<file path="src/rtl/core/fpcvt_pkg.sv">
// Package for the half/single converter: opcodes, widths, field constants.
// No dependencies.
`default_nettype none
package fpcvt_pkg;
	localparam int DataW = 32;
	localparam logic OP_H2S = 1'b0;
	localparam logic OP_S2H = 1'b1;
	localparam logic [31:0] S_NAN = 32'h7fffffff;
	localparam logic [15:0] H_NAN = 16'h7fff;
	localparam logic [15:0] H_INF = 16'h7c00;

	typedef struct packed {
		logic        opcode;
		logic [31:0] data;
		logic        last;
	} item_t;

	typedef struct packed {
		logic [31:0] data;
		logic        last;
	} res_t;
endpackage
`default_nettype wire

</file>
<file path="src/rtl/core/fpcvt_if.sv">
// Valid/ready channel interfaces for the converter's input and result items.
// Depends on nothing; the payload fields are declared directly.
`default_nettype none
interface fpcvt_in_if;
	logic                valid;
	logic                ready;
	logic                opcode;
	logic [31:0]         data_in;
	logic                last_in;
	modport source (output valid, opcode, data_in, last_in, input ready);
	modport sink   (input valid, opcode, data_in, last_in, output ready);
endinterface

interface fpcvt_out_if;
	logic                valid;
	logic                ready;
	logic [31:0]         data_out;
	logic                last_out;
	modport source (output valid, data_out, last_out, input ready);
	modport sink   (input valid, data_out, last_out, output ready);
endinterface
`default_nettype wire

</file>
<file path="src/rtl/core/fp16_fp32_converter.sv">
// Top level of the half/single converter: a three-stage pipeline.
// Depends on fpcvt_pkg and the channel interfaces in fpcvt_if.sv.
//
//   channel  dir  payload
//   in       sink opcode, data_in[31:0], last_in
//   out      src  data_out[31:0], last_out
//
// Each item passes the three register stages from acceptance to result; one
// item per cycle while out.ready keeps the pipeline moving. The stages are
// decode/shift amount, shift and round bits, round add and packing.
// arst_n clears the stage valid bits only. A stage advances when the stage
// after it is free or moving; a stall holds occupied stages back to a bubble.
`default_nettype none
module fp16_fp32_converter (
	input  wire clk,
	input  wire arst_n,
	fpcvt_in_if.sink    in,
	fpcvt_out_if.source out
);
	// stage handshakes
	logic v_s1, v_s2, v_s3;
	logic adv1, adv2, adv3;
	assign adv3 = !v_s3 || out.ready;
	assign adv2 = !v_s2 || adv3;
	assign adv1 = !v_s1 || adv2;
	assign in.ready = adv1;

	// stage 1: decode
	logic        op_s1, last_s1, sign_s1;
	logic [7:0]  ex_s1;
	logic [22:0] man_s1;
	logic [4:0]  hex_s1;
	logic [9:0]  hman_s1;
	logic [3:0]  lz_s1;

	logic [3:0] lz_c;
	always_comb begin
		lz_c = 4'd0;
		for (int i = 0; i < 10; i++) begin
			if (in.data_in[i]) lz_c = 4'(9 - i);
		end
	end

	always_ff @(posedge clk or negedge arst_n) begin
		if (!arst_n) v_s1 <= 1'b0;
		else if (adv1) v_s1 <= in.valid;
	end
	always_ff @(posedge clk) begin
		if (adv1 && in.valid) begin
			op_s1   <= in.opcode;
			last_s1 <= in.last_in;
			sign_s1 <= (in.opcode == fpcvt_pkg::OP_H2S) ? in.data_in[15] : in.data_in[31];
			ex_s1   <= in.data_in[30:23];
			man_s1  <= in.data_in[22:0];
			hex_s1  <= in.data_in[14:10];
			hman_s1 <= in.data_in[9:0];
			lz_s1   <= lz_c;
		end
	end

	// stage 2: shift; half->single finished here, single->half gets round bits
	logic        op_s2, last_s2, sign_s2;
	logic [31:0] wide_s2;
	logic [15:0] u_s2;
	logic        rnd_s2, stk_s2, fin_s2;

	logic [31:0] wide_c;
	logic [15:0] u_c;
	logic        rnd_c, stk_c, fin_c;
	logic [9:0]  hn_c;
	logic [7:0]  he_c;
	logic [23:0] m24;
	logic [23:0] msh;
	logic [4:0]  sh;
	logic [47:0] cat;
	always_comb begin
		// half to single
		hn_c = 10'(hman_s1 << (lz_s1 + 4'd1));
		he_c = 8'd113 - 8'(lz_s1) - 8'd1;
		if (hex_s1 == 5'd31)
			wide_c = (hman_s1 != 10'd0) ? fpcvt_pkg::S_NAN : {sign_s1, 8'hff, 23'd0};
		else if (hex_s1 != 5'd0)
			wide_c = {sign_s1, 8'(hex_s1) + 8'd112, hman_s1, 13'd0};
		else if (hman_s1 == 10'd0)
			wide_c = {sign_s1, 31'd0};
		else
			wide_c = {sign_s1, he_c, hn_c, 13'd0};
		// single to half
		m24 = {1'b1, man_s1};
		sh = 5'd0; cat = 48'd0; msh = 24'd0;
		u_c = 16'd0; rnd_c = 1'b0; stk_c = 1'b0; fin_c = 1'b0;
		if (ex_s1 == 8'd0 && man_s1 == 23'd0) begin
			fin_c = 1'b1;
		end else if (ex_s1 > 8'd142) begin
			fin_c = 1'b1;
			u_c = (ex_s1 == 8'hff && man_s1 != 23'd0) ? fpcvt_pkg::H_NAN : fpcvt_pkg::H_INF;
		end else if (ex_s1 >= 8'd113) begin
			u_c = {1'b0, 5'(ex_s1 - 8'd112), man_s1[22:13]};
			rnd_c = man_s1[12];
			stk_c = man_s1[11:0] != 12'd0;
		end else if (ex_s1 >= 8'd82) begin
			// rs = 113 - ex, 1..31
			sh = 5'(8'd113 - ex_s1);
			cat = {m24, 24'd0} >> sh;
			msh = cat[47:24];
			u_c = {6'd0, msh[22:13]};
			rnd_c = msh[12];
			stk_c = (msh[11:0] != 12'd0) || (cat[23:0] != 24'd0);
		end
	end

	always_ff @(posedge clk or negedge arst_n) begin
		if (!arst_n) v_s2 <= 1'b0;
		else if (adv2) v_s2 <= v_s1;
	end
	always_ff @(posedge clk) begin
		if (adv2 && v_s1) begin
			op_s2   <= op_s1;
			last_s2 <= last_s1;
			sign_s2 <= sign_s1;
			wide_s2 <= wide_c;
			u_s2    <= u_c;
			rnd_s2  <= rnd_c;
			stk_s2  <= stk_c;
			fin_s2  <= fin_c;
		end
	end

	// stage 3: round to nearest even and pack
	logic [31:0] data_s3;
	logic        last_s3;
	logic [15:0] ur_c;
	always_comb begin
		ur_c = u_s2;
		if (!fin_s2 && rnd_s2 && (stk_s2 || u_s2[0])) ur_c = u_s2 + 16'd1;
		if (!(fin_s2 && u_s2 == fpcvt_pkg::H_NAN)) ur_c = ur_c | {sign_s2, 15'd0};
	end

	always_ff @(posedge clk or negedge arst_n) begin
		if (!arst_n) v_s3 <= 1'b0;
		else if (adv3) v_s3 <= v_s2;
	end
	always_ff @(posedge clk) begin
		if (adv3 && v_s2) begin
			last_s3 <= last_s2;
			data_s3 <= (op_s2 == fpcvt_pkg::OP_S2H) ? {16'd0, ur_c} : wide_s2;
		end
	end

	assign out.valid    = v_s3;
	assign out.data_out = data_s3;
	assign out.last_out = last_s3;

	// a held result stays put while stalled
	a_hold: assert property (@(posedge clk) disable iff (!arst_n)
		out.valid && !out.ready |=> out.valid && $stable(out.data_out))
		else $error("result changed under stall");
	// an accepted item shows as a valid stage 1 in the cycle after acceptance
	a_enter: assert property (@(posedge clk) disable iff (!arst_n)
		in.valid && in.ready |=> v_s1)
		else $error("accepted item lost");
	// a narrowed result keeps its upper half zero
	a_upper: assert property (@(posedge clk) disable iff (!arst_n)
		v_s2 && adv3 && op_s2 == fpcvt_pkg::OP_S2H |=> out.data_out[31:16] == 16'd0)
		else $error("half result upper bits set");
endmodule
`default_nettype wire

</file>
<file path="src/flat_wrapper.sv">
// flat-port wrapper written by rule: the top's interface ports become plain ports
module fp16_fp32_converter_flat 
  (clk, arst_n, in_valid, in_opcode, in_data_in, in_last_in, in_ready, out_valid, out_data_out, out_last_out, out_ready);
  fpcvt_in_if in_i ();
  fpcvt_out_if out_i ();
  input  wire clk;
  input  wire arst_n;
  input wire logic [$bits(in_i.valid)-1:0] in_valid;
  input wire logic [$bits(in_i.opcode)-1:0] in_opcode;
  input wire logic [$bits(in_i.data_in)-1:0] in_data_in;
  input wire logic [$bits(in_i.last_in)-1:0] in_last_in;
  output wire logic [$bits(in_i.ready)-1:0] in_ready;
  output wire logic [$bits(out_i.valid)-1:0] out_valid;
  output wire logic [$bits(out_i.data_out)-1:0] out_data_out;
  output wire logic [$bits(out_i.last_out)-1:0] out_last_out;
  input wire logic [$bits(out_i.ready)-1:0] out_ready;
  assign in_i.valid = in_valid;
  assign in_i.opcode = in_opcode;
  assign in_i.data_in = in_data_in;
  assign in_i.last_in = in_last_in;
  assign in_ready = in_i.ready;
  assign out_valid = out_i.valid;
  assign out_data_out = out_i.data_out;
  assign out_last_out = out_i.last_out;
  assign out_i.ready = out_ready;
  fp16_fp32_converter u_core (.clk(clk), .arst_n(arst_n), .in(in_i), .out(out_i));
endmodule
</file>
<file path="config.mk">
export PLATFORM = sky130hd
export DESIGN_NAME = fp16_fp32_converter_flat
export DESIGN_NICKNAME = d
export VERILOG_FILES = /design/src/rtl/core/fpcvt_pkg.sv /design/src/rtl/core/fpcvt_if.sv /design/src/rtl/core/fp16_fp32_converter.sv /design/src/flat_wrapper.sv
export SDC_FILE = /design/constraint.sdc
export NUM_CORES = 1
export LEC_CHECK = 0
export ABC_AREA = 1
export BUFFER_PORTS_ARGS = -buffer_cell sky130_fd_sc_hd__buf_2
export CORE_UTILIZATION = 60
export DETAILED_ROUTE_END_ITERATION = 12
export PLACE_DENSITY = 0.91
export SLEW_MARGIN = 20
export SYNTH_ARGS = -nofsm -noshare
export SYNTH_HDL_FRONTEND = slang
export SYNTH_SLANG_ARGS = --single-unit
</file>
<file path="constraint.sdc">
create_clock -name clk -period 4.5 [get_ports clk]
set_input_delay 0.675 -clock clk [delete_from_list [all_inputs] [get_ports clk]]
set_output_delay 0.675 -clock clk [all_outputs]
set_load 0.01 [all_outputs]
</file>
# --- Word level (Yosys, flattened, before mapping) ---
# Cells that the tools add are included.
totals:
  reg_bits: 143
  out_inout_bits: 35
op_classes:
  add_sub_neg: 7
  n_lt_le_gt_ge: 3
  eq_ne: 3
  shifts: 2
  n_mux: 26
  bitwise_logic: 1
  n_reduce_logical: 30
op_table:
  columns: ["operator", "n"]
  rows:
  - ["16-bit two-way mux", 5]
  - ["32-bit two-way mux", 2]
  - ["31-bit two-way mux", 2]
  - ["48-bit by 5-bit >> shifter with 47-bit output", 1]
  - ["12-bit nonzero test", 2]
  - ["24-bit nonzero test", 1]
  - ["23-bit logical NOT", 1]
  - ["23-bit nonzero test", 1]
  - ["10-bit two-way mux", 2]
  - ["16-bit by 1-bit adder with 16-bit output (second input constant)", 1]
  - ["16-bit by 15-bit == test with 1-bit output (second input constant)", 1]
  - ["8-bit by 7-bit greater-or-equal comparator with 1-bit output (second input constant)", 2]
  - ["16-bit bitwise OR", 1]
  - ["3-bit two-way mux", 4]
  - ["10-bit logical NOT", 1]
  - ["10-bit nonzero test", 1]
  - ["10-bit by 4-bit << shifter with 10-bit output", 1]
  - ["5-bit by 7-bit adder with 8-bit output (second input constant)", 1]
  - ["8-bit == test (second input constant)", 1]
  - ["8-bit > comparator (second input constant)", 1]
  - ["1-bit logical AND", 8]
  - ["8-bit logical NOT", 1]
  - ["4-bit two-way mux", 2]
  - ["8-bit OR reduction", 1]
  - ["other kinds (13)", 28]

# --- Logic depth before layout (Yosys ltp) ---
# Gate-level depths: netlist of run 1.
depth:
  word_depth: 9
  mapped_depth: 17
  depth_no_buf: 15

# --- Worst setup path before layout of run 1 ---
# OpenSTA, ideal clock, no wires.
synth_timing:
  path_type: "in2reg"
  startpoint: "input out_ready"
  endpoint: "register u_core.data_s3[0] (netlist: u_core.out.data_out[0]) (enable)"
  setup_ns: 0.432
  arrival_time_ns: 2.288
  required_time_ns: 4.068
  slack_ns: 1.780
  path_stages: 2
  n_path_buf: 0
  path_cell_list: "inv_1 > a21oi_1"
synth_between:
  elab_chain_len: 2
synth_lines:
  columns: ["element", "line_no", "text"]
  rows:
  - ["start: declaration", "flat_wrapper.sv:16", "input wire logic [$bits(out_i.ready)-1:0] out_ready;"]
  - ["1-bit logical OR", "fp16_fp32_converter.sv:23", "assign adv3 = !v_s3 || out.ready;"]
  - ["1-bit logical AND", "fp16_fp32_converter.sv:144", "if (adv3 && v_s2) begin"]
  - ["end signal: assignment", "fp16_fp32_converter.sv:146", "data_s3 <= (op_s2 == fpcvt_pkg::OP_S2H) ? {16'd0, ur_c} : wide_s2;"]
  - ["end: declaration", "fp16_fp32_converter.sv:130", "logic [31:0] data_s3;"]
# Every way passes these cells.
# A chain may end at the register's enable or synchronous reset.

# --- Worst setup path after layout of run 1 ---
layout_timing:
  startpoint: "register u_core.ex_s1[0]"
  endpoint: "register u_core.stk_s2 (data pin)"
layout_between:
  elab_chain_len: 6
layout_lines:
  columns: ["element", "line_no", "text"]
  rows:
  - ["start: declaration", "fp16_fp32_converter.sv:30", "logic [7:0] ex_s1;"]
  - ["start signal: assignment", "fp16_fp32_converter.sv:53", "ex_s1 <= in.data_in[30:23];"]
  - ["5-bit subtractor", "fp16_fp32_converter.sv:103", "sh = 5'(8'd113 - ex_s1);"]
  - ["48-bit by 5-bit >> shifter with 47-bit output", "fp16_fp32_converter.sv:104", "cat = {m24, 24'd0} >> sh;"]
  - ["24-bit nonzero test or 12-bit nonzero test (tied branches)", "fp16_fp32_converter.sv:108", "stk_c = (msh[11:0] != 12'd0) || (cat[23:0] != 24'd0);"]
  - ["1-bit logical OR", "fp16_fp32_converter.sv:108", null]
  - ["1-bit two-way mux", "fp16_fp32_converter.sv:101", "end else if (ex_s1 >= 8'd82) begin"]
  - ["1-bit two-way mux", "fp16_fp32_converter.sv:97", "end else if (ex_s1 >= 8'd113) begin"]
  - ["end signal: assignment", "fp16_fp32_converter.sv:124", "stk_s2 <= stk_c;"]
  - ["end: declaration", "fp16_fp32_converter.sv:65", "logic rnd_s2, stk_s2, fin_s2;"]
# Parallel ways exist; a longest one is shown, timed or not.

==> out/metrics.yaml, run 1 <==
status: "complete, no violations"
cts_setup_buffers: 0
synth_nets: 841
cap_viol_max_count: 0
synthCells: 798
final_nets: 907
nFillCells: 781
grt_start_max_net_pins: 41
skew_ns: 0.00944
via_count: 5952
min_period_ns: 2.88
cp.required_ns: 4.75
cts_tree: "built"
syn_area_per_cell_um2: 8.27
clock_latency_ns: 0.52
setup_violations: 0
register_area_um2: 3380
post_cts_resized: 0
clockBufferDepth: 2
grt_usage: 0.296
drt_iter0_markers: 618
fin_tns_setup_ns: 0
first_pass_iters: 5
avgViaCountPerCell: 5.88
wirelength_mm: 15.8
fin_hold_ws_ns: 0.325
gr-total-overflow: 0
most-common-layout-cells: "nand2_1, nand3_1, edfxtp_1"
ys_ff_latch: 113
drive_above_1_share: 0.154
clkTransAtPathRegs_ns: 0.06
grt_pass1_vias: 5572
die_h_um: 107
antenna_cells: 0
multi_input_area_um2: 2740
cp_max_fo: 27
r2r_slack_ns: 1.62
cts_sinks: 113
synth_cell_type_count: 50
root_buffer: "clkbuf_8"
mostFrequentLayoutCell: "nand2_1"
arrival_ns: 3.13
relSlewSlack: 0.330
area_delta_synth_final_pct: 13.9
drc: 0
wire_per_inst_um: 15.6
antenna_found_initial: 0
p_per_area_nw_per_um2: 460
cts_buffers: 17
power_leakage_nw: 3.39
setup.worst_path.start_class: "register"
die_area_um2: 11400
drtAntennaViolNets: 0
fin_crit_sh: 0.640
grt_pass1_wl_mm: 26.2
place_congestion: 0.952
holdBufCountCts: 1
drv_slew: 0
fp-row-count: 37
htreeDepth: 4
syn_area_um2: 6600
final_core_util: 0.715
worst_slew_pin_slew_ns: 1.01
ios: 73
yosysSeqAreaShare: 0.512
core_area_um2: 10500
ir_drop_uv: 304
dieWidth_um: 107
synth_warnings: 0
crit_type: "register to register"
holdCritPathClass: "primary input to register"
crit_path_end_kind: "register"
initial_core_util: 0.628
portBuffers: 72
dp_hpwl_mm: 10.7
rsz0062_at_grt: "false"
final_hold_viol_count: 0
fmax_mhz: 347
-- worst max-delay path: stages, from the launching register on --
cell and delay, ns:
edfxtp_1 1.01, inv_4 0.30, nand2_1 0.17, nand3_1 0.13, nand2_1 0.15, nand2_1 0.08
nand3_1 0.15, nand2_1 0.06, nor2_1 0.10, nand2_1 0.06, nand2_1 0.06, nand3_1 0.09
o21bai_1 0.16, a21oi_1 0.08
-- metrics by stage --
step                      instance area [µm²]  power [mW]  setup slack (ns)  std cells
after floorplan                          6600        2.05              1.78        798
after global placement                   6990        2.24              1.84        980
after detailed placement                 6990        2.27              1.77        980
after CTS                                7520        3.46              1.73       1013
after global routing                     7520        3.63              1.41       1013
final                                    7520        3.46              1.62       1013
-- flip-flops by register name (all words and copies together), names as in the netlist, 4 cells and up --
name                 cells
u_core.wide_s2          19
u_core.hex_s1            4
u_core.u_s2             15
u_core.lz_s1             4
u_core.ex_s1             8
u_core.man_s1           10
u_core.hman_s1           9
u_core.out.data_out     31
-- layer usage --
layer  vias up  track usage  share of wire
li1       2828            -              -
met3        57       0.0505          0.089
met2       345        0.482           0.47
met1      2722        0.390           0.41
met4         0        0.133          0.034
met5         -            0              0
-- worst paths after layout --
| check | start | endpoint | cells after the start |
|---|---|---|---|
| min | in_data_in[21] | u_core.man_s1[21]$_DFFE_PP_ | 1 |
| min reg2reg | u_core.op_s1$_DFFE_PP_ | u_core.op_s2$_DFFE_PP_ | 0 |
| max in group asynchronous | arst_n | u_core.v_s1$_DFFE_PN0N_ | 2 |
| min in group asynchronous | arst_n | u_core.out.valid$_DFFE_PN0P_ | 2 |
| max | u_core.ex_s1[0]$_DFFE_PP_ | u_core.stk_s2$_SDFFCE_PP0P_ | 13 |
| max reg2reg | u_core.ex_s1[0]$_DFFE_PP_ | u_core.stk_s2$_SDFFCE_PP0P_ | 13 |
-- cell families after synthesis --
logic type | after synthesis | synth area share
simple gates | 457 | 0.300
flops | 113 | 0.512
buf+inv | 110 | 0.0739
compound gates | 104 | 0.0906
xor+xnor | 8 | 0.0129
fa+ha+maj | 5 | 0.00948
mux | 1 | 0.00171
-- layout make-up --
type,count,share of cell area
multi-input combinational,575,0.364
tap,136,0.0226
timing repair buffer,79,0.0553
inverter,78,0.0396
sequential,113,0.449
clock buffer,19,0.0561
clock inverter,13,0.0128
-- power by group --
group	total, mW	switching [mW]	internal (mW)
registers	1.51	0.110	1.40
clock network	1.18	0.462	0.718
logic	0.774	0.526	0.248
total	3.46	1.10	2.36
-- synth_stat cells (all sizes together) --
cell type / number / area [µm²]
nand3: 114 / 581
or2: 1 / 6.26
o32ai: 1 / 8.76
a211oi: 3 / 22.5
nor4: 5 / 31.3
mux2: 1 / 11.3
ha: 5 / 62.6
clkbuf: 12 / 45.0
nand2: 245 / 925
nor3b: 2 / 20.0
and2: 1 / 6.26
o21bai: 5 / 37.5
o21ai: 53 / 277
a31oi: 2 / 12.5
xnor2: 3 / 33.8
o211ai: 2 / 15.0
dfrtp: 3 / 75.1
o221ai: 1 / 8.76
nor2: 73 / 302
o31a: 1 / 8.76
o31ai: 4 / 30.0
nor3: 9 / 50.1
nand4: 5 / 43.8
xor2: 5 / 51.3
inv: 77 / 294
edfxtp: 110 / 3300
and3: 1 / 6.26
buf: 20 / 145
a22oi: 1 / 7.51
o22ai: 3 / 18.8
o41ai: 1 / 16.3
nand3b: 1 / 7.51
a21oi: 27 / 135
clkinv: 1 / 3.75
No activity file was read; power rests on OpenSTA's default activity.
==> run 2: changes to the inputs <==
- ABC_AREA: 1 -> 0
- CORE_UTILIZATION: 60 -> 59
- clock period: 4.5 -> 2.85 ns (I/O delays scaled with it)
==> out/metrics.yaml, run 2 <==
holdCritPathClass: "primary input to register"
slowest_delay_ns: 0.64
clock_latency_ns: 0.53
drv_slew: 0
crit_path_end_kind: "register"
yosysTopAreaCellShare: 0.538
rsz0062_at_grt: "false"
synth_warnings: 0
synth_nets: 582
grt_pass1_vias: 4494
drt_iter0_markers: 397
yosys.area.top_type: "edfxtp_1"
path_common_cell: "buf_4"
cp_cell_sequence: "buf_4, buf_4, mux4_1, o41ai_4, o311ai_1, a2111oi_2, a31oi_1"
via_count: 4765
nFillCells: 645
relSlewSlack: 0.366
p_per_area_nw_per_um2: 685
fin_crit_sh: 0.941
grt.busiest_layer: "met2"
ys_async_sr_fraction: 0.0265
syn_area_um2: 6140
fin_tns_setup_ns: 0
ios: 73
antenna_found_initial: 0
core_area_um2: 9910
fin_hold_ws_ns: 0.0718
synthCells: 539
ir_drop_uv: 395
r2r-end: "u_core.stk_s2$_SDFFCE_PP0P_"
r2r_start: "u_core.ex_s1[1]$_DFFE_PP_"
most-common-layout-cells: "edfxtp_1, buf_2, nand2_1"
arrival_ns: 2.95
synthFlopType: "edfxtp_1"
cts_buffers: 17
gr-total-overflow: 0
cp.required_ns: 3.11
synth_cell_type_count: 63
area_delta_synth_final_pct: 20.4
whs_path_depth: 1
grt_start_max_net_pins: 41
synth_common_cells: "edfxtp_1, nand2_1, a21oi_1, nor2_1, o21ai_0"
cts_tree: "built"
min_period_ns: 2.68
grt_usage: 0.273
clkTransAtPathRegs_ns: 0.06
yosysMostFrequentCell: "edfxtp_1"
synth_area_leaders: "edfxtp_1, mux4_2, a21oi_1"
drive_above_1_share: 0.245
yosysSeqAreaShare: 0.551
root_buffer: "clkbuf_8"
cp_max_fo: 15
grt_use_met1: 0.345
drtAntennaViolNets: 0
grtUsageMet3: 0.0627
largest_reg_flops: 31
crit_type: "register to register"
hp-start: "in_data_in[10]"
worst_slew_pin_slew_ns: 0.950
cap_viol_max_count: 0
dp_hpwl_mm: 9.45
dieWidth_um: 104
synth_edf_count: 110
avgViaCountPerCell: 6.16
crit_path_top_delay_cell: "mux4_1"
use_met2: 0.445
htreeDepth: 4
wire_per_inst_um: 18.4
fp-row-count: 36
final_nets: 671
initial_core_util: 0.619
die_area_um2: 10800
wirelength_mm: 14.2
first_pass_iters: 5
power_leakage_nw: 2.84
syn_area_per_cell_um2: 11.4
cts_sinks: 113
die_h_um: 104
setup.worst_path.start_class: "register"
skew_ns: 0.00726
min_to: "u_core.hex_s1[0]$_DFFE_PP_"
portBuffers: 72
status: "complete, no violations"
setup_violations: 0
drc: 0
final_hold_viol_count: 0
mostFrequentLayoutCell: "edfxtp_1"
rr_worst_depth: 7
place_congestion: 0.921
fmax_mhz: 373
grt_pass1_wl_mm: 22.5
antenna_cells: 0
ys_ff_latch: 113
r2r_slack_ns: 0.17
clockBufferDepth: 2
[run 2: cell count changes in the layout (fill, tap and decap cells not counted), moves of 23 or more]
cell and change:
nand2_1 -198, nand3_1 -102, nor2b_1 +26, buf_4 +23, nor2_1 -30, inv_1 -52
[run 2: worst max-delay path by stage]
stage                                    from                          end  slack [ns]  cells after the start
finish              u_core.ex_s1[1]$_DFFE_PP_  u_core.stk_s2$_SDFFCE_PP0P_        0.17                      7
global route        u_core.ex_s1[1]$_DFFE_PP_  u_core.stk_s2$_SDFFCE_PP0P_        0.02                      7
CTS                 u_core.ex_s1[1]$_DFFE_PP_  u_core.stk_s2$_SDFFCE_PP0P_        0.14                      7
detailed placement  u_core.ex_s1[1]$_DFFE_PP_  u_core.stk_s2$_SDFFCE_PP0P_        0.17                      7
global placement    u_core.ex_s1[1]$_DFFE_PP_  u_core.stk_s2$_SDFFCE_PP0P_        0.23                      7
floorplan           u_core.ex_s1[1]$_DFFE_PP_  u_core.stk_s2$_SDFFCE_PP0P_        0.02                     10
[run 2: worst max-delay path: cells and delay by family (launching register included)]
kind,cells,cell delay (ns)
DFF,1,0.38
muxes,1,0.64
AOI/OAI and AO/OA,4,1.02
buffers and inverters,2,0.38
[run 2: final cells by class]
type	count	area [µm²]	share of cell area
well taps	133	166	0.0225
inverters	18	67.6	0.00915
flip-flops and latches	113	3380	0.457
clock inverters	15	190	0.0258
repair buffers	103	608	0.0823
clock buffers	17	414	0.0561
multi-input cells	375	2560	0.347
[run 2: through the flow]
stage                     setup slack (ns)  cells  total power, mW  cell area, µm²   util
after floorplan                     0.0176    539             2.63            6140      -
after global placement               0.231    741             2.87            6760  0.682
after detailed placement             0.166    741             2.88            6760  0.682
after CTS                            0.140    774             5.06            7370  0.744
after global routing                0.0233    774             5.21            7380  0.745
final                                0.167    774             5.06            7380  0.745
[run 2: logic make-up (layout without fill, tap and decap cells)]
logic type	after synthesis	in the layout	synth area share
AOI/OAI and AO/OA	131	131	0.136
and+or+nand+nor	185	185	0.156
buffers and inverters	51	153	0.0343
muxes	32	32	0.0814
adders and majority gates	5	5	0.0102
xor gates and xnor gates	22	22	0.0314
DFF	113	113	0.551
[run 2: report_power, final]
part	internal, mW	leakage [nW]	total, mW	switching (mW)
Sequential	2.03	1.10	2.14	0.105
Combinational	0.311	1.44	0.752	0.441
Clock	1.41	0.288	2.17	0.759
[run 2: timing repair]
item / 4_1_cts / 5_1_grt
endpoints found under the hold margin: 3 / 0
gates resized for setup: 0 / 1
hold buffers: 1 / 0
setup buffers: 0 / 0
endpoints found under the setup margin: 0 / 1
[run 2: metal layers]
layer  routed length, µm  part of all wire
met1                5820              0.41
met2                6910              0.49
met3                1010             0.071
met4                 490             0.034
met5                   0                 0
